[src/rtl/assert_macros.svh]
// Assertion macros used by the top-level RTL file of the hair cell transmitter block.
`ifndef ASSERT_MACROS_SVH
`define ASSERT_MACROS_SVH
`ifndef NO_ASSERTIONS
`define IHC_ASSERT_IMPL(label, clk, rst_n, prop) \
  label: assert property (@(posedge clk) disable iff (!rst_n) (prop)) \
    else $error("assertion failed");
`define IHC_ASSERT(label, prop) \
  `IHC_ASSERT_IMPL(label, clk_i, rst_ni, prop)
`else
`define IHC_ASSERT_IMPL(label, clk, rst_n, prop)
`define IHC_ASSERT(label, prop)
`endif
`endif

[src/rtl/ihc_pkg.sv]
// Package with the constants, types and helpers of the hair cell transmitter block.
`default_nettype none
package ihc_pkg;

  localparam int CHANNELS = 64;
  localparam int ADDR_W   = $clog2(CHANNELS);
  localparam int CH_W     = 6;
  localparam int SMP_W    = 24;
  localparam int POOL_W   = 32;
  localparam int MEM_W    = 3 * POOL_W;

  // Spontaneous cleft level and the resting pool contents, Q0.32.
  localparam logic [63:0] SPONT = (64'd5050000 << 32) / 64'd3898547000;
  localparam logic [31:0] CLEFT_RST = SPONT[31:0];
  localparam logic [63:0] FREE_RST64 = SPONT * 64'd2769400 / 64'd10000;
  localparam logic [31:0] FREE_RST = FREE_RST64[31:0];
  localparam logic [63:0] STORE_RST64 = SPONT * 64'd658000 / 64'd6631;
  localparam logic [31:0] STORE_RST = STORE_RST64[31:0];
  localparam logic [63:0] SP_RATE64 = (64'd50000 * SPONT) >> 16;
  localparam logic [32:0] SP_RATE = SP_RATE64[32:0];

  localparam logic signed [24:0] OFFSET_A = 25'sd327680;
  localparam logic [24:0] SATUR_B  = 25'd19660800;
  localparam logic [32:0] SCALE_H  = 33'd50000;
  localparam logic [32:0] ONE_Q32  = 33'h1_0000_0000;

  typedef enum logic [2:0] {
    CFG_RELEASE   = 3'd0,
    CFG_REPLENISH = 3'd1,
    CFG_LOSS      = 3'd2,
    CFG_REUPTAKE  = 3'd3,
    CFG_REPROCESS = 3'd4,
    CFG_SUBTRACT  = 3'd5
  } cfg_reg_e;

  typedef enum logic [2:0] {
    ST_IDLE,
    ST_LOAD,
    ST_DIV,
    ST_MUL,
    ST_UPD,
    ST_RATE,
    ST_RWAIT,
    ST_FIN
  } state_e;

  // Multiply sequence steps on the shared multiplier.
  typedef enum logic [2:0] {
    MUL_KT   = 3'd0,
    MUL_REP  = 3'd1,
    MUL_LOSS = 3'd2,
    MUL_REUP = 3'd3,
    MUL_REPR = 3'd4,
    MUL_EJ   = 3'd5,
    MUL_LAST = 3'd6
  } mul_step_e;

  // Divider handshake toward the sequencer.
  typedef struct packed {
    logic        done;
    logic [31:0] quot;
  } div_res_t;

  // Clamp a signed pool update into [0, 2^32-1].
  function automatic logic [31:0] sat_pool(input logic signed [34:0] v);
    logic [31:0] r;
    if (v < 0) begin
      r = '0;
    end else if (v > 35'sh0_FFFF_FFFF) begin
      r = '1;
    end else begin
      r = v[31:0];
    end
    return r;
  endfunction

endpackage
`default_nettype wire

[src/rtl/ihc_mul.sv]
// Shared registered multiplier used for every product of the pool update.
`default_nettype none
module ihc_mul
  import ihc_pkg::*;
(
  input  wire logic        clk_i,
  input  wire logic [32:0] a_i,
  input  wire logic [31:0] b_i,
  output logic      [63:0] prod_o
);

  logic [64:0] full;
  logic [63:0] prod_q;

  // Operands never exceed 2^32 times 2^32-1, so 64 bits hold the product.
  assign full = a_i * {1'b0, b_i};

  always_ff @(posedge clk_i) begin
    prod_q <= full[63:0];
  end

  assign prod_o = prod_q;

endmodule
`default_nettype wire

[config.mk]
export PLATFORM = sky130hd
export DESIGN_NAME = ihc_mul
export DESIGN_NICKNAME = d
export VERILOG_FILES = /design/src/rtl/assert_macros.svh /design/src/rtl/ihc_pkg.sv /design/src/rtl/ihc_mul.sv
export SDC_FILE = /design/constraint.sdc
export NUM_CORES = 2
export LEC_CHECK = 0
export CORE_MARGIN = 1.5
export CORE_UTILIZATION = 55
export CTS_BUF_LIST = sky130_fd_sc_hd__clkbuf_8
export DETAILED_ROUTE_END_ITERATION = 8
export DONT_BUFFER_PORTS = 1
export PLACE_DENSITY = 0.79
export SLEW_MARGIN = 20
export SYNTH_ARGS = -nofsm -noshare
export SYNTH_HDL_FRONTEND = slang
export SYNTH_SLANG_ARGS = --single-unit
[constraint.sdc]
create_clock -name clk_i -period 7.69 [get_ports clk_i]
set_input_delay 1.1535 -clock clk_i [delete_from_list [all_inputs] [get_ports clk_i]]
set_output_delay 1.1535 -clock clk_i [all_outputs]
set_load 0.01 [all_outputs]
==> After elaboration in Yosys (flattened, before gate mapping) <==
Index checks and enable logic that the tools add are counted.
{ "totals": {"reg_bits": 64, "output_inout_bits": 64, "wordCells": 2} }
{ "classes": {"multipliers": 1} }
{ "op_table": {"columns": ["operator", "n"], "rows": [
  ["33-bit by 32-bit multiplier with 64-bit output", 1]
]} }

==> Depth between registers and ports, before layout <==
{ "depth": {"ltp_word": 1, "depth_mapped": 28, "mapped_depth_nobuf": 26} }

==> Worst setup path before layout <==
Ideal clock, no wire load.
{ "synth_path": {"path_type": "input to register", "startpoint": "in b_i[8]", "endpoint": "reg prod_q[57] (netlist: prod_o[57])", "setup_ns": 0.119, "t_arrival_ns": 7.552, "setup_slack_ns": 0.019, "cell_stages": 24, "n_path_buf": 2, "cell_sequence": "clkbuf_1 -> nand2_1 -> fa_1 -> fa_1 -> fa_1 -> fa_1 -> fa_1 -> inv_1 -> fa_1 -> fa_1 -> inv_1 -> fa_1 -> inv_1 -> ha_1 -> clkbuf_1 -> a211oi_1 -> o21ai_0 -> a22oi_1 -> a21oi_1 -> nand2_1 -> a211o_2 -> o22ai_1 -> a31oi_1 -> xnor2_1"} }
{ "synth_via": {"elab_chain_len": 1} }
{ "synth_lines": {"columns": ["item", "line", "rtl"], "rows": [
  ["from (decl)", "ihc_mul.sv:8", "input wire logic [31:0] b_i,"],
  ["33-bit by 32-bit multiplier with 64-bit output", "ihc_mul.sv:16", "assign full = a_i * {1'b0, b_i};"],
  ["named net full[57]", "ihc_mul.sv:12", "logic [64:0] full;"],
  ["to (signal assigned)", "ihc_mul.sv:19", "prod_q <= full[63:0];"],
  ["to (decl)", "ihc_mul.sv:13", "logic [63:0] prod_q;"]
]} }
The timed path passes the listed nets, and every way through them passes these cells.

==> Worst setup path in the final report <==
{ "layout_path": {"startpoint": "in a_i[10]", "endpoint": "reg prod_q[56] (netlist: prod_o[56])"} }
{ "layout_via": {"elab_chain_len": 1} }
{ "layout_lines": {"columns": ["item", "line", "rtl"], "rows": [
  ["from (decl)", "ihc_mul.sv:7", "input wire logic [32:0] a_i,"],
  ["33-bit by 32-bit multiplier with 64-bit output", "ihc_mul.sv:16", null],
  ["named net full[56]", "ihc_mul.sv:12", null]
]} }
The timed path passes the listed nets, and every way through them passes these cells.

==> results.tsv <==
stage	metric	value	unit
run_status	result of the run	finished clean	
hold_path	hold_sp	b_i[0]	
synth	Seq cells post-synth	64	
hold_path	worst min path class	input port to flip-flop	
clock_tree	H-tree level count	3	
place	placed wire-length estimate after detailed placement	72500	um
synth	cell type with the highest aggregate area in the netlist	sky130_fd_sc_hd__fa_1	
synth	compound-gate portion of the synthesized area	0.0381	
detailed_routing	post-route ant nets	0	
synth	Synth Cell Area	35100	um^2
timing	RSZ-0062 raised after global routing	false	
synth	portion of synthesized cell area occupied by the leading cell type	0.527	
timing	transition time of the tightest slew-check pin	0.705	ns
timing	headroom to the max-slew limit	0.530	
clock_tree	number of clock sinks seen by CTS	64	
clock_tree	clock-pin transition on the worst setup and hold timing paths	0.08	ns
timing	max-slew violation count	0	
critical_path	type of element launching the critical path	input port	
global_route	overflow left after global routing	0	
global_route	maximum number of pins on one net before global-route repair	34	
synth	Post-Syn Instances	3832	
detailed_routing	vias per inst	5.62	
die	I/O pin cnt	130	
synth	warning count from the yosys run	0	
synth	Post-Syn Area per Cell	9.16	um^2
global_route	vias in the first global route	29200	
synth	most instantiated cells after synthesis	925 x sky130_fd_sc_hd__fa_1, 913 x sky130_fd_sc_hd__inv_1, 593 x sky130_fd_sc_hd__nand2_1, 502 x sky130_fd_sc_hd__and2_1, 258 x sky130_fd_sc_hd__ha_1	
synth	top cells by area in the synthesized netlist	sky130_fd_sc_hd__fa_1 53%, sky130_fd_sc_hd__inv_1 9.8%, sky130_fd_sc_hd__ha_1 9.2%	
synth	Post-Synth Simple-Gate Area	0.169	
finish	FF+latch area	1280	um^2
die	starting utilization of the core area	0.557	
place	Placed Area	36100	um^2
finish	fraction of layout cells with a size suffix above 1	0.0372	
global_route	all-layer global routing usage	0.307	
place	routability congestion estimate from global placement	0.917	
finish	Total Nets Final	4978	
critical_path	path type of the worst setup path	input port to flip-flop	
critical_path	Crit. End Element	flip-flop	
die	placeable core area	63100	um^2
global_route	initial antenna violation count	1	
die	row count	92	
die	horizontal die dimension	256	um
timing	Setup Viol. Count Final	0	
finish	number of fill cells	5531	
hold_path	cell count of the worst hold path	1	
global_route	wire length of the first global-routing pass	155000	um
timing	Achievable Freq	133	MHz
die	total die area	65400	um^2
die	Chip Height	256	um
synth	most common flop cell mapped by yosys	sky130_fd_sc_hd__dfxtp_1	
synth	leading cell type by number of instances after synthesis	sky130_fd_sc_hd__fa_1	
run	Max-cap violations	0	
synth	number of synthesized flops with an enable pin	0	
synth	mux share of post-synthesis cell area	0	
finish	area taken by multi-input logic gates	29600	um^2
clock_tree	clock root buffer	sky130_fd_sc_hd__clkbuf_8	
synth	main combinational cell family by area after synthesis	adder cells	
synth	number of nets in the synthesized netlist	5081	
detailed_routing	number of design rule violations left after detail routing	0	
finish	P&R area growth vs syn	3.52	%
clock_tree	clock buffers created by TritonCTS	9	
clock_tree	buffer levels on the longest clock path	2	
finish	final instance area	36400	um^2
detailed_routing	via count	25700	
synth	Async S/R FF share, synth	0	
critical_path	highest fanout seen on the critical path	32	
clock_tree	CTS tree	yes	
hold_path	end point of the most critical hold path	prod_o[0]	
detailed_routing	drt first-iter violations	1871	
finish	number of flip-flops in the largest register	64	
timing	number of hold-slack violations in the final timing report	0	
synth	parity-gate share of the synthesized area counting xor and xnor cells	0.0165	
synth	sequential share of the synthesized area	0.0365	
detailed_routing	average wire per cell in the routed design	20.8	um
critical_path	data arrival time of the worst path	7.85	ns
detailed_routing	final wirelength	95500	um
place	count of input and output buffers	0	
timing	Min Clock Period, post-route	7.52	ns
detailed_routing	length of the first detailed-routing pass in iterations	6	
synth	adder and majority gate portion of the synthesized area	0.619	
critical_path	data required time of the critical path	8.02	ns
synth	distinct cell type count of the synthesized netlist	62	
timing	post-route fraction of the period consumed by the critical path	0.977	
layer usage:
metal	vias up	GRT usage	part of all wire
li1	10800	-	-
met1	13200	0.357	0.34
met4	6	0.196	0.073
met2	1304	0.514	0.49
met3	381	0.0696	0.095
met5	-	0	0.00040
cells by family after synthesis:
group	Yosys count
fa+ha+maj	1183
compound gates	196
xor+xnor	66
flops	64
simple gates	1194
buf+inv	1129
final cells by class:
cell class | count | share of cell area
antenna | 2 | 0.000138
clock buffer | 10 | 0.00379
clock inverter | 6 | 0.00231
inverter | 913 | 0.0943
multi-input combinational | 2639 | 0.814
sequential | 64 | 0.0352
tap | 846 | 0.0291
timing repair buffer | 102 | 0.0211
how the worst max path moves through the flow:
| stage | end | from | depth (start not counted) |
|---|---|---|---|
| 4_1_cts | prod_o[61] | a_i[26] | 23 |
| 3_3_place_gp | prod_o[57] | a_i[26] | 23 |
| 2_1_floorplan | prod_o[57] | b_i[8] | 24 |
| 3_5_place_dp | prod_o[61] | a_i[26] | 23 |
| 5_1_grt | prod_o[56] | a_i[10] | 23 |
| 6_report | prod_o[56] | a_i[10] | 23 |
worst max-delay path, stage by stage:
cell,delay (ns)
sky130_fd_sc_hd__and2_1,0.17
sky130_fd_sc_hd__fa_1,0.54
sky130_fd_sc_hd__inv_1,0.06
sky130_fd_sc_hd__fa_1,0.53
sky130_fd_sc_hd__inv_1,0.05
sky130_fd_sc_hd__fa_1,0.50
sky130_fd_sc_hd__inv_1,0.06
sky130_fd_sc_hd__fa_1,0.54
sky130_fd_sc_hd__inv_1,0.05
sky130_fd_sc_hd__fa_1,0.55
sky130_fd_sc_hd__fa_1,0.44
sky130_fd_sc_hd__fa_1,0.50
sky130_fd_sc_hd__fa_1,0.42
sky130_fd_sc_hd__ha_1,0.35
sky130_fd_sc_hd__nand2_1,0.11
sky130_fd_sc_hd__o21ai_0,0.31
sky130_fd_sc_hd__a21boi_1,0.14
sky130_fd_sc_hd__o21ai_0,0.27
sky130_fd_sc_hd__a211o_1,0.23
sky130_fd_sc_hd__a211oi_1,0.06
sky130_fd_sc_hd__buf_4,0.18
sky130_fd_sc_hd__or4_1,0.51
sky130_fd_sc_hd__o311ai_1,0.10
through the flow:
step                      setup WS (ns)  setup TNS, ns   util  instances  hold WS (ns)
after floorplan                  0.0187              0      -       3832          1.28
after global placement           -0.197          -1.00  0.572       4563          1.28
after detailed placement         -0.228          -1.85  0.572       4563          1.29
after CTS                         0.182              0  0.576       4579         0.853
after global routing             0.0145              0  0.576       4580         0.855
final                             0.174              0  0.576       4582         0.856
placed cells by master (no fill, tap or decap), drive strengths merged, types with 4 or more instances in the layout:
cell type	n
a211oi	7
a21o	24
a21oi	67
a31oi	8
and2	502
and3	11
buf	102
clkbuf	10
dfxtp	64
fa	925
ha	258
inv	914
nand2	593
nand3	15
nand4	17
nor2	26
nor2b	6
nor3	10
o21a	4
o21ai	39
o21bai	14
xnor2	44
xor2	22
repair_timing:
action,CTS,global route
endpoints found under the setup margin,0,4
hold buffers,0,0
resized for setup,0,2
buffers inserted,0,1
Power is left out: the tool's default activity adds up to more than one toggle a clock period on the data nets, which glitch-free logic cannot reach.
