## src/rtl/assert_macros.svh

```systemverilog
// Assertion macros used by the top-level RTL file of the hair cell transmitter block.
`ifndef ASSERT_MACROS_SVH
`define ASSERT_MACROS_SVH
`ifndef NO_ASSERTIONS
`define IHC_ASSERT_IMPL(label, clk, rst_n, prop) \
  label: assert property (@(posedge clk) disable iff (!rst_n) (prop)) \
    else $error("assertion failed");
`define IHC_ASSERT(label, prop) \
  `IHC_ASSERT_IMPL(label, clk_i, rst_ni, prop)
`else
`define IHC_ASSERT_IMPL(label, clk, rst_n, prop)
`define IHC_ASSERT(label, prop)
`endif
`endif

```

## src/rtl/ihc_pkg.sv

```systemverilog
// Package with the constants, types and helpers of the hair cell transmitter block.
`default_nettype none
package ihc_pkg;

  localparam int CHANNELS = 64;
  localparam int ADDR_W   = $clog2(CHANNELS);
  localparam int CH_W     = 6;
  localparam int SMP_W    = 24;
  localparam int POOL_W   = 32;
  localparam int MEM_W    = 3 * POOL_W;

  // Spontaneous cleft level and the resting pool contents, Q0.32.
  localparam logic [63:0] SPONT = (64'd5050000 << 32) / 64'd3898547000;
  localparam logic [31:0] CLEFT_RST = SPONT[31:0];
  localparam logic [63:0] FREE_RST64 = SPONT * 64'd2769400 / 64'd10000;
  localparam logic [31:0] FREE_RST = FREE_RST64[31:0];
  localparam logic [63:0] STORE_RST64 = SPONT * 64'd658000 / 64'd6631;
  localparam logic [31:0] STORE_RST = STORE_RST64[31:0];
  localparam logic [63:0] SP_RATE64 = (64'd50000 * SPONT) >> 16;
  localparam logic [32:0] SP_RATE = SP_RATE64[32:0];

  localparam logic signed [24:0] OFFSET_A = 25'sd327680;
  localparam logic [24:0] SATUR_B  = 25'd19660800;
  localparam logic [32:0] SCALE_H  = 33'd50000;
  localparam logic [32:0] ONE_Q32  = 33'h1_0000_0000;

  typedef enum logic [2:0] {
    CFG_RELEASE   = 3'd0,
    CFG_REPLENISH = 3'd1,
    CFG_LOSS      = 3'd2,
    CFG_REUPTAKE  = 3'd3,
    CFG_REPROCESS = 3'd4,
    CFG_SUBTRACT  = 3'd5
  } cfg_reg_e;

  typedef enum logic [2:0] {
    ST_IDLE,
    ST_LOAD,
    ST_DIV,
    ST_MUL,
    ST_UPD,
    ST_RATE,
    ST_RWAIT,
    ST_FIN
  } state_e;

  // Multiply sequence steps on the shared multiplier.
  typedef enum logic [2:0] {
    MUL_KT   = 3'd0,
    MUL_REP  = 3'd1,
    MUL_LOSS = 3'd2,
    MUL_REUP = 3'd3,
    MUL_REPR = 3'd4,
    MUL_EJ   = 3'd5,
    MUL_LAST = 3'd6
  } mul_step_e;

  // Divider handshake toward the sequencer.
  typedef struct packed {
    logic        done;
    logic [31:0] quot;
  } div_res_t;

  // Clamp a signed pool update into [0, 2^32-1].
  function automatic logic [31:0] sat_pool(input logic signed [34:0] v);
    logic [31:0] r;
    if (v < 0) begin
      r = '0;
    end else if (v > 35'sh0_FFFF_FFFF) begin
      r = '1;
    end else begin
      r = v[31:0];
    end
    return r;
  endfunction

endpackage
`default_nettype wire

```

## src/rtl/ihc_divider.sv

```systemverilog
// Bit-serial restoring divider for the release permeability ratio lim * 2^32 / (lim + B).
`default_nettype none
module ihc_divider
  import ihc_pkg::*;
(
  input  wire logic        clk_i,
  input  wire logic        rst_ni,
  input  wire logic        start_i,
  input  wire logic [23:0] lim_i,
  output div_res_t         res_o
);

  logic        busy_q, busy_d;
  logic        done_q, done_d;
  logic [4:0]  cnt_q, cnt_d;
  logic [24:0] rem_q, rem_d;
  logic [24:0] div_q, div_d;
  logic [31:0] quot_q, quot_d;
  logic [25:0] shifted;
  logic [25:0] diff;

  // One quotient bit per cycle.
  always_comb begin
    busy_d  = busy_q;
    done_d  = 1'b0;
    cnt_d   = cnt_q;
    rem_d   = rem_q;
    div_d   = div_q;
    quot_d  = quot_q;
    shifted = {rem_q, 1'b0};
    diff    = shifted - {1'b0, div_q};
    if (start_i) begin
      busy_d = 1'b1;
      cnt_d  = '0;
      rem_d  = {1'b0, lim_i};
      div_d  = {1'b0, lim_i} + SATUR_B;
      quot_d = '0;
    end else if (busy_q) begin
      if (shifted >= {1'b0, div_q}) begin
        rem_d  = diff[24:0];
        quot_d = {quot_q[30:0], 1'b1};
      end else begin
        rem_d  = shifted[24:0];
        quot_d = {quot_q[30:0], 1'b0};
      end
      cnt_d = cnt_q + 5'd1;
      if (cnt_q == 5'd31) begin
        busy_d = 1'b0;
        done_d = 1'b1;
      end
    end
  end

  always_ff @(posedge clk_i or negedge rst_ni) begin
    if (!rst_ni) begin
      busy_q <= 1'b0;
      done_q <= 1'b0;
      cnt_q  <= '0;
    end else begin
      busy_q <= busy_d;
      done_q <= done_d;
      cnt_q  <= cnt_d;
    end
  end

  always_ff @(posedge clk_i) begin
    rem_q  <= rem_d;
    div_q  <= div_d;
    quot_q <= quot_d;
  end

  assign res_o.done = done_q;
  assign res_o.quot = quot_q;

endmodule
`default_nettype wire

```

## config.mk

```make
export PLATFORM = sky130hd
export DESIGN_NAME = ihc_divider
export DESIGN_NICKNAME = d
export VERILOG_FILES = /design/src/rtl/assert_macros.svh /design/src/rtl/ihc_pkg.sv /design/src/rtl/ihc_divider.sv
export SDC_FILE = /design/constraint.sdc
export NUM_CORES = 1
export LEC_CHECK = 0
export ABC_AREA = 1
export BUFFER_PORTS_ARGS = -buffer_cell sky130_fd_sc_hd__buf_2
export CORE_AREA = 4 4 112 114
export CTS_BUF_LIST = sky130_fd_sc_hd__clkbuf_16
export CTS_CLUSTER_SIZE = 14
export DETAILED_ROUTE_END_ITERATION = 7
export DIE_AREA = 0 0 116 118
export PLACE_DENSITY = 0.69
export SYNTH_ARGS = -nofsm -noshare
export SYNTH_HDL_FRONTEND = slang
export SYNTH_SLANG_ARGS = --single-unit
```

## constraint.sdc

```tcl
create_clock -name clk_i -period 2.1 [get_ports clk_i]
set_clock_uncertainty 0.05 [all_clocks]
set_input_delay 0.315 -clock clk_i [delete_from_list [all_inputs] [get_ports clk_i]]
set_output_delay 0.315 -clock clk_i [all_outputs]
set_load 0.005 [all_outputs]
```

## After elaboration in Yosys (flattened, before gate mapping)

Index checks and enable logic that the tools add are counted.

| storage, ports and cells | value |
|---|---|
| ROM bits | 0 |
| output and inout bits | 33 |
| bits in latches | 0 |
| bits in registers | 89 |
| bits in writable memories | 0 |
| memories | 0 |

| cells by class | value |
|---|---|
| $mul | 0 |
| bitwise operators | 0 |
| shift operators | 0 |
| multiplexer cells | 12 |
| $add $sub $neg | 3 |
| equality and inequality tests | 1 |
| divide/modulo/power cells | 0 |
| $lt $le $gt $ge | 1 |
| reduce and logical (&&, ||, !) cells | 1 |

Operators with widths:

| kind | number |
|---|---|
| $mux W24 | 2 |
| $ge A26 B25 Y1 | 1 |
| $add A24 B25 Y25 const B | 1 |
| $mux W25 | 1 |
| $sub A25 B25 Y25 | 1 |
| $mux W5 | 2 |
| $mux W1 | 7 |
| $add A5 B1 Y5 const B | 1 |
| $eq A5 B5 Y1 const B | 1 |
| $reduce_bool A2 Y1 | 1 |

## Depth between registers and ports, before layout

Gate-level depths: netlist (run 1).

| logic depth | value |
|---|---|
| word-level depth | 4 |
| depth in mapped cells | 15 |
| gate-level depth less buffers | 15 |

## Worst setup path after synthesis (run 1)

No wires, ideal clock.

| timing | value |
|---|---|
| path type | register to register |
| start | register rem_q[16] |
| end | register rem_q[10], data pin |
| slack | 50 ps |
| stages on the path, launching flop included | 13 |
| buffers on the path | 1 |
| period minus slack after synthesis | 2050 ps |
| required time | 1796 ps |
| arrival | 1746 ps |
| cell sequence | edfxtp_1 > ha_1 > nand2_1 > inv_2 > nand2_1 > nand2_1 > inv_2 > nand2_1 > a21oi_4 > buf_2 > nand4_1 > nand3_1 > nand2_1 |

| on the way | value |
|---|---|
| longest elaborated chain between the ends | 4 |

RTL lines:

| item | RTL line | text |
|---|---|---|
| from (decl) | ihc_divider.sv:16 | `logic [24:0] rem_q, rem_d;` |
| from (signal assigned) | ihc_divider.sv:67 | `rem_q <= rem_d;` |
| $ge A26 B25 Y1 | ihc_divider.sv:39 | `if (shifted >= {1'b0, div_q}) begin` |
| $mux W25 | ihc_divider.sv:39 |  |
| $mux W24 | ihc_divider.sv:38 | `end else if (busy_q) begin` |
| $mux W24 | ihc_divider.sv:32 | `if (start_i) begin` |
| via rem_d[10] | ihc_divider.sv:16 |  |

The timed path passes the listed nets, and every way through them passes these cells. The select of a mux whose other input is x is not followed.
A chain may end at the register's enable or synchronous reset.

## Worst setup path after layout (run 1)

| timing | value |
|---|---|
| start | register rem_q[4] |
| end | register rem_q[20], data pin |

| on the way | value |
|---|---|
| longest elaborated chain between the ends | 4 |

RTL lines:

| item | RTL line |
|---|---|
| $sub A25 B25 Y25 or $ge A26 B25 Y1 (tied branches) | ihc_divider.sv:31, ihc_divider.sv:39 |
| $mux W25 * | ihc_divider.sv:39 |
| $mux W24 * | ihc_divider.sv:38 |
| $mux W24 * | ihc_divider.sv:32 |
| via rem_d[20] | ihc_divider.sv:16 |

The timed path passes the listed nets; every way through them passes the cells marked *. The select of a mux whose other input is x is not followed.

==> reports/qor.yml, run 1 <==
outcome: "complete, but fails checks"
violations: "negative setup slack"
start_util: 0.495
die_h_um: 118
antenna_found_initial: 0
cts_tree: "built"
place_ws_ns: -0.164
crit_path_frequent_cell: "nand2_1"
drt-initial-drc-count: 299
slew_viol_final: 0
path_delay_family: "simple AND/OR/NAND/NOR gates"
cts_made_buffers: 9
ioPinCount: 60
synth.avg_cell_area_sq_um: 7.13
final.min_clock_period_ns: 2.24
syn-num-nets: 849
cts_sinks: 89
drc: 0
track_usage: 0.215
slew_headroom: 0.646
cp-end-kind: "register"
yosysWarnings: 0
reg2regPathDepth: 11
die_x_um: 116
maxCapViolCount: 0
nNetsFinal: 982
h-tree-depth: 3
crit_cells: 11
max_freq_mhz: 446
rrSetupSlack_ns: -0.14
wl_per_cell_um: 13.9
startpoint: "rem_q[4]$_DFFE_PP_"
met1Wirelength_um: 6880
synth-seq-cells: 89
yosysSeqAreaShare: 0.408
worstPathArrival_ns: 2.30
clock_latency_ns: 0.35
setup.worst_path.end: "rem_q[20]$_DFFE_PP_"
r2r_end: "rem_q[20]$_DFFE_PP_"
crit_slowest_cell: "edfxtp_1"
hold_viol: 0
holdCritStartpoint: "lim_i[5]"
dr.pass1.iters: 4
layout-drive-gt1-share: 0.274
r2r_start: "rem_q[4]$_DFFE_PP_"
antenna_cells: 0
postSynthCellCount: 793
gr-total-overflow: 0
critPathLaunchType: "register"
clk_pin_slew_ns: 0.08
vdd_drop_max_uv: 720
cts_root_buf: "clkbuf_16"
worst_slack_ns: -0.144
met2_wirelength_um: 6860
hpwl_um: 10400
fp-row-count: 39
stdcell_count: 1074
n_fill_cell: 1015
via_per_inst: 4.99
totalWireLength_um: 14900
crit_path_max_fanout: 7
grt_pass1_vias: 5137
post-route-period-util: 1.07
powerDensity_mw_per_mm2: 1350
final_cell_mix: "239 x nand2_1, 172 x inv_1, 72 x buf_4"
area_growth_pct: 33.3
mostFrequentLayoutCell: "nand2_1"
fp.coreArea_sq_mm: 0.0114
portBuffers: 59
crit_required_ns: 2.15
setup_viol: 26
max_stage_delay_ns: 0.44
hold_path.class: "in2reg"
finalSetupTns_ns: -2.67
path_cells: "ha_4 > nand2_2 > nor2_4 > inv_2 > nor3b_2 > nand3_2 > nand3_4 > clkbuf_16 > nand2_1 > nand3_1 > nand2_1"
rsz0062_at_grt: "yes"
dp.cells: 1034
whs_ns: 0.102
grt_max_degree: 36
route.met3.wl_um: 802
worst_slew_pin_slew_ns: 0.530
die_area_sq_mm: 0.0137
critPathKind: "reg2reg"
gp_congestion: 0.909
num_vias: 5361
crit_buf_inv: 2
dr.max_layer_used: "met4"
clk_path_buf_depth: 2
drtAntennaViolNets: 0
p_leak_nw: 3.86
syn_area_sq_mm: 0.00565
grt_pass1_wl_um: 23800
yosysUniqueCellTypes: 38
final_util: 0.660
where the power goes:
group,internal (mW),total [mW],switching (mW)
clock network,0.855,1.65,0.795
registers,2.22,2.48,0.265
logic,2.82,6.07,3.25
total,5.89,10.2,4.31
flip-flops by register name, summed over array words and instances, names as in the netlist:
| register | cells |
|---|---|
| cnt_q | 5 |
| busy_q | 1 |
| quot_q | 32 |
| div_q | 25 |
| done_q | 1 |
| rem_q | 25 |
layout make-up:
class                           count  area, sq um  share of cell area
Multi-Input combinational cell    495         3020               0.401
Tap cell                          143          179              0.0237
Clock buffer                        9          225              0.0299
Sequential cell                    89         2310               0.306
Timing Repair Buffer              142         1020               0.135
Clock inverter                      7         76.3              0.0101
Inverter                          189          709              0.0941
layer usage:
metal / global-route usage / vias up
met5: 0 / -
met3: 0.0452 / 25
li1: - / 2747
met4: 0.0783 / 0
met1: 0.293 / 2451
met2: 0.334 / 138
synthesized netlist by cell type (all sizes together):
| cell type | instances | area [sq um] |
|---|---|---|
| buf | 13 | 75.1 |
| clkinv | 1 | 3.75 |
| nor3b | 1 | 12.5 |
| and2 | 3 | 18.8 |
| nand3b | 3 | 22.5 |
| nor2 | 37 | 146 |
| dfrtp | 7 | 175 |
| clkbuf | 7 | 26.3 |
| o22ai | 30 | 188 |
| fa | 1 | 20.0 |
| or2 | 2 | 12.5 |
| ha | 28 | 350 |
| nor4 | 1 | 6.26 |
| o21ai | 6 | 30.0 |
| a22o | 1 | 8.76 |
| nand2 | 267 | 1010 |
| o21a | 1 | 7.51 |
| inv | 188 | 706 |
| a21oi | 12 | 71.3 |
| dfxtp | 33 | 661 |
| edfxtp | 49 | 1470 |
| xnor2 | 11 | 96.3 |
| nor3 | 6 | 30.0 |
| nand3 | 47 | 258 |
| nand4 | 32 | 200 |
| xor2 | 5 | 43.8 |
| a31oi | 1 | 6.26 |
worst register-to-register path: stages (launching register included):
cell	delay, ns
edfxtp_1	0.44
ha_4	0.32
nand2_2	0.09
nor2_4	0.12
inv_2	0.04
nor3b_2	0.22
nand3_2	0.15
nand3_4	0.19
clkbuf_16	0.19
nand2_1	0.06
nand3_1	0.07
nand2_1	0.06
logic make-up (layout without fill, tap and decap cells):
logic type	count (synthesis)	in the layout	share of synthesized area
AND/OR/NAND/NOR	399	399	0.303
buffers and inverters	209	347	0.143
flip-flops	89	89	0.408
AO/OA/AOI/OAI	51	51	0.0551
adder cells (fa/ha/maj)	29	29	0.0655
XOR/XNOR	16	16	0.0248
worst min path at each step:
| stage | slack (ns) | endpoint | cells after the start |
|---|---|---|---|
| 2_1_floorplan | -0.03 | busy_q$_DFF_PN0_ | 0 |
| 3_3_place_gp | 0.11 | done_q$_DFF_PN0_ | 1 |
| 3_5_place_dp | 0.10 | done_q$_DFF_PN0_ | 1 |
| 4_1_cts | 0.09 | div_q[5]$_DFFE_PP_ | 1 |
| 5_1_grt | 0.1 | div_q[6]$_DFFE_PP_ | 1 |
| 6_report | 0.10 | div_q[5]$_DFFE_PP_ | 1 |
stage by stage:
step / cell area, sq um / power [mW]
2_1_floorplan: 5650 / 5.46
3_3_place_gp: 6520 / 7.08
3_5_place_dp: 6520 / 7.10
4_1_cts: 7040 / 9.17
5_1_grt: 7540 / 11.0
6_report: 7540 / 10.2
timing repair:
item | in CTS | in global routing
hold buffers | 1 | 0
setup endpoints to repair | 25 | 26
pin swaps | 1 | 32
hold endpoints to repair | 7 | 0
gates resized for setup | 25 | 72
gates cloned | 0 | 2
setup buffers | 6 | 15
(Power assumes the default switching activity.)
==> run 2: changes to the inputs <==
--- a/config.mk
+++ b/config.mk
@@ -13,6 +13,7 @@
 export DETAILED_ROUTE_END_ITERATION = 7
 export DIE_AREA = 0 0 116 118
 export PLACE_DENSITY = 0.69
+export SETUP_SLACK_MARGIN = 0.3
 export SYNTH_ARGS = -nofsm -noshare
 export SYNTH_HDL_FRONTEND = slang
 export SYNTH_SLANG_ARGS = --single-unit
==> run 2 against run 1 <==
Compared with the run above: the run still ends with negative setup slack left; first-iteration DRC count rose by 2.3%; routed wire length fell by 3.1%; count of clock-buffer cells in the layout stayed put; cell area shrank 2.1%; combinational power decreased by 5.9%; critical endpoint is now rem_q[19]$_DFFE_PP_; highest routed layer unchanged.
==> reports/qor.yml, run 2 (same netlist as run 1, synthesis figures left out) <==
outcome: "complete, but fails checks"  # unchanged
violations: "negative setup slack"  # unchanged
cts_root_buf: "clkbuf_16"  # unchanged
cts_tree: "built"  # unchanged
p_leak_nw: 3.77  # was 3.86 nW
clk_pin_slew_ns: 0.07  # was 0.08 ns
power.internal_mw: 5.68  # was 5.89 mW
worstPathArrival_ns: 2.30  # about the same
top_regs: "quot_q: 32 flops, div_q: 25 flops, rem_q: 25 flops"  # unchanged
final.min_clock_period_ns: 2.23  # was 2.24 ns
clock_latency_ns: 0.35  # about the same
grt_pass1_vias: 5319  # was 5137
reg2regPathDepth: 12  # was 11
gr-total-overflow: 0  # unchanged
cts_sinks: 89  # unchanged
portBuffers: 59  # unchanged
hpwl_um: 10900  # was 10400 um
track_usage: 0.214  # was 0.215
drt-initial-drc-count: 306  # was 299
setup_viol: 24  # was 26
totalWireLength_um: 14500  # was 14900 um
h-tree-depth: 3  # unchanged
final_util: 0.647  # was 0.660
start_util: 0.495  # unchanged
crit_required_ns: 2.16  # was 2.15 ns
nNetsFinal: 961  # was 982
critPathKind: "reg2reg"  # unchanged
pwr-share-comb: 0.581  # was 0.595
num_vias: 5274  # was 5361
mostFrequentLayoutCell: "nand2_1"  # unchanged
largest_reg_flops: 32  # unchanged
gp_congestion: 0.965  # was 0.909
slew_viol_final: 0  # unchanged
powerDensity_mw_per_mm2: 1330  # was 1350 mW/mm^2
die_area_sq_mm: 0.0137  # unchanged
area_growth_pct: 30.6  # was 33.3%
p_clk_frac: 0.166  # was 0.162
dp.cells: 1025  # was 1034
fp.coreArea_sq_mm: 0.0114  # unchanged
clk_path_buf_depth: 2  # unchanged
wl_per_cell_um: 13.7  # was 13.9 um
grt_pass1_wl_um: 23900  # was 23800 um
die_h_um: 118  # unchanged
r2r_start: "rem_q[23]$_DFFE_PP_"  # was rem_q[4]$_DFFE_PP_
drc: 0  # unchanged
grt_max_degree: 32  # was 36
worst_slew_pin_slew_ns: 0.560  # was 0.530 ns
post-route-period-util: 1.06  # was 1.07
antenna_found_initial: 0  # unchanged
whs_endpoint: "div_q[2]$_DFFE_PP_"  # was div_q[5]$_DFFE_PP_
r2r_end: "rem_q[19]$_DFFE_PP_"  # was rem_q[20]$_DFFE_PP_
p_sw_mw: 4.14  # was 4.31 mW
vdd_drop_max_uv: 668  # was 720 uV
switching_share: 0.421  # was 0.422
rrSetupSlack_ns: -0.13  # was -0.14 ns
hold_path.class: "in2reg"  # unchanged
die_x_um: 116  # unchanged
antenna_cells: 0  # unchanged
critPathLaunchType: "register"  # unchanged
final_cell_mix: "233 x nand2_1, 174 x inv_1, 59 x buf_2"  # was 239 x nand2_1, 172 x inv_1, 72 x buf_4
worst_slack_ns: -0.134  # was -0.144 ns
cts_made_buffers: 9  # unchanged
drtAntennaViolNets: 0  # unchanged
maxCapViolCount: 0  # unchanged
stdcell_count: 1053  # was 1074
top_register: "quot_q"  # unchanged
whs_path_depth: 1  # unchanged
ioPinCount: 60  # unchanged
fp-row-count: 39  # unchanged
holdCritStartpoint: "lim_i[2]"  # was lim_i[5]
rsz0062_at_grt: "yes"  # unchanged
dr.pass1.iters: 5  # was 4
slew_headroom: 0.626  # was 0.646
layout-drive-gt1-share: 0.253  # was 0.274
cp-end-kind: "register"  # unchanged
max_freq_mhz: 448  # was 446 MHz
p_seq_frac: 0.253  # was 0.243
hold_viol: 0  # unchanged
via_per_inst: 5.01  # was 4.99
whs_ns: 0.0991  # was 0.102 ns
crit_path_max_fanout: 6  # was 7
==> run 2: changes by cell type in the layout (fill, tap and decap cells not counted), sizes merged <==
cell / before / now
inv: 194 / 192
clkinv: 2 / 4
buf: 139 / 118
==> run 2: what timing repair did <==
item / 4_1_cts / 5_1_grt
buffers inserted: 2 / 7
resized for setup: 7 / 56
pin swaps: 0 / 16
gates cloned: 0 / 2
endpoints found under the hold margin: 7 / 0
hold buffers: 1 / 0
endpoints found under the setup margin: 26 / 26
==> run 2: metal layers <==
metal | global-route usage | vias up | part of all wire
met3 | 0.0437 | 26 | 0.046
met2 | 0.354 | 111 | 0.50
met4 | 0.0863 | 0 | 0.020
met5 | 0 | - | 0
li1 | - | 2709 | -
met1 | 0.269 | 2428 | 0.44
==> run 2: final cells by class <==
| cell class | count | area (sq um) |
|---|---|---|
| inverter | 189 | 709 |
| multi-input combinational | 495 | 3000 |
| fill | 1011 | 4040 |
| tap | 143 | 179 |
| clock buffer | 9 | 225 |
| clock inverter | 7 | 81.3 |
| sequential | 89 | 2310 |
| timing repair buffer | 121 | 880 |
==> run 2: how the worst max path moves through the flow <==
stage | start | end
2_1_floorplan | rem_q[23]$_DFFE_PP_ | rem_q[18]$_DFFE_PP_
3_5_place_dp | rem_q[0]$_DFFE_PP_ | rem_q[12]$_DFFE_PP_
6_report | rem_q[23]$_DFFE_PP_ | rem_q[19]$_DFFE_PP_
4_1_cts | rem_q[23]$_DFFE_PP_ | rem_q[5]$_DFFE_PP_
3_3_place_gp | rem_q[8]$_DFFE_PP_ | rem_q[19]$_DFFE_PP_
5_1_grt | rem_q[23]$_DFFE_PP_ | rem_q[8]$_DFFE_PP_
==> run 2: critical path, stage by stage (launching register included) <==
cell and delay (ns):
edfxtp_1 0.45, ha_4 0.31, inv_2 0.03, or2_4 0.24, nor2_4 0.11, nand2_2 0.07
nor2_4 0.12, nand2_4 0.07, nand3_4 0.16, clkbuf_16 0.19, nand2_2 0.06, nand3_1 0.07
nand2_1 0.05
==> run 2: power by group through the flow <==
stage	combinational, mW	clock, mW	sequential [mW]
3_3_place_gp	4.76	0	2.49
5_1_grt	6.36	1.74	2.51
3_5_place_dp	4.85	0	2.50
2_1_floorplan	3.40	0	2.46
4_1_cts	4.95	1.66	2.47
6_report	5.71	1.63	2.48
==> run 2: through the flow <==
stage | TNS [ns] | cell area (sq um) | power (mW) | setup WS, ns
final | -2.54 | 7380 | 9.82 | -0.134
after global routing | -5.47 | 7380 | 10.6 | -0.244
after CTS | -0.948 | 7070 | 9.07 | -0.0783
after detailed placement | -0.977 | 6710 | 7.35 | -0.103
after global placement | -0.517 | 6710 | 7.25 | -0.0460
after floorplan | 0 | 5930 | 5.85 | 0.0853
==> run 3: changes to the inputs <==
--- a/config.mk
+++ b/config.mk
@@ -8,7 +8,7 @@
 export ABC_AREA = 1
 export BUFFER_PORTS_ARGS = -buffer_cell sky130_fd_sc_hd__buf_2
 export CORE_AREA = 4 4 112 114
-export CTS_BUF_LIST = sky130_fd_sc_hd__clkbuf_16
+export CTS_BUF_LIST = sky130_fd_sc_hd__clkbuf_4
 export CTS_CLUSTER_SIZE = 14
 export DETAILED_ROUTE_END_ITERATION = 7
 export DIE_AREA = 0 0 116 118
==> run 3 against run 2 <==
Compared with the run above: the flow still finishes with violations (negative setup slack); clock power shrank 39%; maximum frequency shrank 0.11%; sequential share of layout area shrank 0.11 points; global-route usage up 0.20 points; die area unchanged; largest power group unchanged.
==> reports/qor.yml, run 3 (same netlist as run 1, synthesis figures left out) <==
n_fill_cell: 1014  # was 1011
gr-total-overflow: 0  # unchanged
track_usage: 0.216  # was 0.214
slew_headroom: 0.644  # was 0.626
grt_pass1_wl_um: 24200  # was 23900 um
totalWireLength_um: 14700  # was 14500 um
clock_latency_ns: 0.49  # was 0.35 ns
portBuffers: 59  # unchanged
cts_made_buffers: 9  # unchanged
drt-initial-drc-count: 276  # was 306
whs_path_depth: 2  # was 1
vdd_drop_max_uv: 679  # was 668 uV
worst_slew_pin_slew_ns: 0.534  # was 0.560 ns
cts_tree: "built"  # unchanged
die_x_um: 116  # unchanged
ioPinCount: 60  # unchanged
seq_area_sq_mm: 0.00231  # unchanged
rrSetupSlack_ns: -0.14  # was -0.13 ns
antenna_found_initial: 0  # unchanged
fp.coreArea_sq_mm: 0.0114  # unchanged
finalSetupTns_ns: -2.68  # was -2.54 ns
final.min_clock_period_ns: 2.24  # was 2.23 ns
layout-drive-gt1-share: 0.255  # was 0.253
path_delay_family: "simple AND/OR/NAND/NOR gates"  # unchanged
area_growth_pct: 31.0  # was 30.6%
place_ws_ns: -0.103  # unchanged
top_regs: "quot_q: 32 flops, div_q: 25 flops, rem_q: 25 flops"  # unchanged
hpwl_um: 10900  # unchanged
startpoint: "rem_q[23]$_DFFE_PP_"  # unchanged
drtAntennaViolNets: 0  # unchanged
crit_required_ns: 2.31  # was 2.16 ns
path_cells: "ha_4 > inv_2 > or2_4 > nor2_4 > nand2_2 > nor2_4 > nand2_4 > nand3_4 > clkbuf_16 > nand2_1 > nand3_1 > nand2_1"  # was ha_4 > inv_2 > or2_4 > nor2_4 > nand2_2 > nor2_4 > nand2_4 > nand3_4 > clkbuf_16 > nand2_2 > nand3_1 > nand2_1
worstPathArrival_ns: 2.45  # was 2.30 ns
r2r_start: "rem_q[23]$_DFFE_PP_"  # unchanged
multi_input_area_sq_mm: 0.00301  # was 0.00300 sq mm
critPathKind: "reg2reg"  # unchanged
post-route-period-util: 1.07  # was 1.06
worst_slack_ns: -0.137  # was -0.134 ns
start_util: 0.495  # unchanged
mostFrequentLayoutCell: "nand2_1"  # unchanged
via_per_inst: 5.00  # was 5.01
die_h_um: 118  # unchanged
setup_viol: 26  # was 24
clk_path_buf_depth: 2  # unchanged
dr.pass1.iters: 5  # unchanged
drc: 0  # unchanged
crit_buf_inv: 2  # unchanged
outcome: "complete, but fails checks"  # unchanged
wl_per_cell_um: 13.7  # about the same
p_leak_nw: 3.78  # was 3.77 nW
max_freq_mhz: 447  # was 448 MHz
fp-row-count: 39  # unchanged
cts_root_buf: "clkbuf_4"  # was clkbuf_16
grt_pass1_vias: 5393  # was 5319
die_area_sq_mm: 0.0137  # unchanged
violations: "negative setup slack"  # unchanged
clk_pin_slew_ns: 0.17  # was 0.07 ns
powerDensity_mw_per_mm2: 1240  # was 1330 mW/mm^2
hold_viol: 0  # unchanged
final_cell_mix: "230 x nand2_1, 172 x inv_1, 59 x buf_2"  # was 233 x nand2_1, 174 x inv_1, 59 x buf_2
largest_reg_flops: 32  # unchanged
hold_path.class: "in2reg"  # unchanged
crit_cells: 12  # unchanged
critPathLaunchType: "register"  # unchanged
reg2regPathDepth: 12  # unchanged
h-tree-depth: 3  # unchanged
crit_path_max_fanout: 6  # unchanged
crit_slowest_cell: "edfxtp_1"  # unchanged
gp_congestion: 0.965  # unchanged
setup.worst_path.end: "rem_q[4]$_DFFE_PP_"  # was rem_q[19]$_DFFE_PP_
rsz0062_at_grt: "yes"  # unchanged
grt_max_degree: 32  # unchanged
cts_sinks: 89  # unchanged
max_stage_delay_ns: 0.48  # was 0.45 ns
antenna_cells: 0  # unchanged
cp-end-kind: "register"  # unchanged
slew_viol_final: 0  # unchanged
maxCapViolCount: 0  # unchanged
nNetsFinal: 981  # was 961
r2r_end: "rem_q[4]$_DFFE_PP_"  # was rem_q[19]$_DFFE_PP_
num_vias: 5365  # was 5274
top_register: "quot_q"  # unchanged
run 3: cell count changes in the layout (fill, tap and decap cells not counted), sizes merged:
cell | previous run | this run
dlygate4sd3 | 1 | 19
buf | 118 | 120
run 3: stage by stage:
| stage | util | cells | hold slack, ns | total power [mW] | cell area, sq um |
|---|---|---|---|---|---|
| after floorplan | - | 793 | -0.0306 | 5.85 | 5930 |
| after CTS | 0.622 | 1063 | 0.0277 | 8.47 | 7100 |
| after global routing | 0.649 | 1073 | 0.0292 | 9.98 | 7410 |
| final | 0.649 | 1073 | 0.0553 | 9.21 | 7410 |
| after detailed placement | 0.588 | 1025 | 0.107 | 7.35 | 6710 |
| after global placement | 0.588 | 1025 | 0.101 | 7.25 | 6710 |
run 3: how the worst min path moves through the flow:
stage / slack [ns] / start / end
2_1_floorplan: -0.03 / rst_ni / busy_q$_DFF_PN0_
3_3_place_gp: 0.10 / rst_ni / done_q$_DFF_PN0_
3_5_place_dp: 0.11 / rst_ni / cnt_q[3]$_DFFE_PN0P_
4_1_cts: 0.03 / lim_i[18] / div_q[18]$_DFFE_PP_
5_1_grt: 0.03 / lim_i[18] / div_q[18]$_DFFE_PP_
6_report: 0.06 / lim_i[18] / div_q[18]$_DFFE_PP_
run 3: what timing repair did:
action | in CTS | in global routing
hold buffers | 19 | 0
gates resized for setup | 6 | 60
cloned | 0 | 2
buffers inserted | 3 | 8
pin swaps | 0 | 18
hold endpoints to repair | 25 | 0
setup endpoints to repair | 26 | 26
run 3: worst reg2reg max path: cells and delay by family, from the launching register on:
| kind | cells | cell delay [ns] |
|---|---|---|
| buffers and inverters | 2 | 0.21 |
| DFF | 1 | 0.48 |
| and+or+nand+nor | 9 | 0.95 |
| adders and majority gates | 1 | 0.30 |
run 3: metal layers:
layer,global-route usage,vias to the layer above,wire [um]
li1,-,2748,-
met1,0.273,2468,6460
met2,0.360,117,7180
met3,0.0478,32,665
met4,0.0732,0,390
met5,0,-,0
run 3: cell type report:
cell class | count | share of cell area
Clock buffer | 9 | 0.00912
Clock inverter | 7 | 0.0110
Inverter | 189 | 0.0958
Multi-Input combinational cell | 495 | 0.407
Sequential cell | 89 | 0.311
Tap cell | 143 | 0.0242
Timing Repair Buffer | 141 | 0.142
run 3: power by group:
group	switching [mW]	internal [mW]	total [mW]	leakage, nW
Combinational	3.10	2.62	5.72	2.83
Sequential	0.267	2.21	2.48	0.860
Clock	0.712	0.290	1.00	0.0805
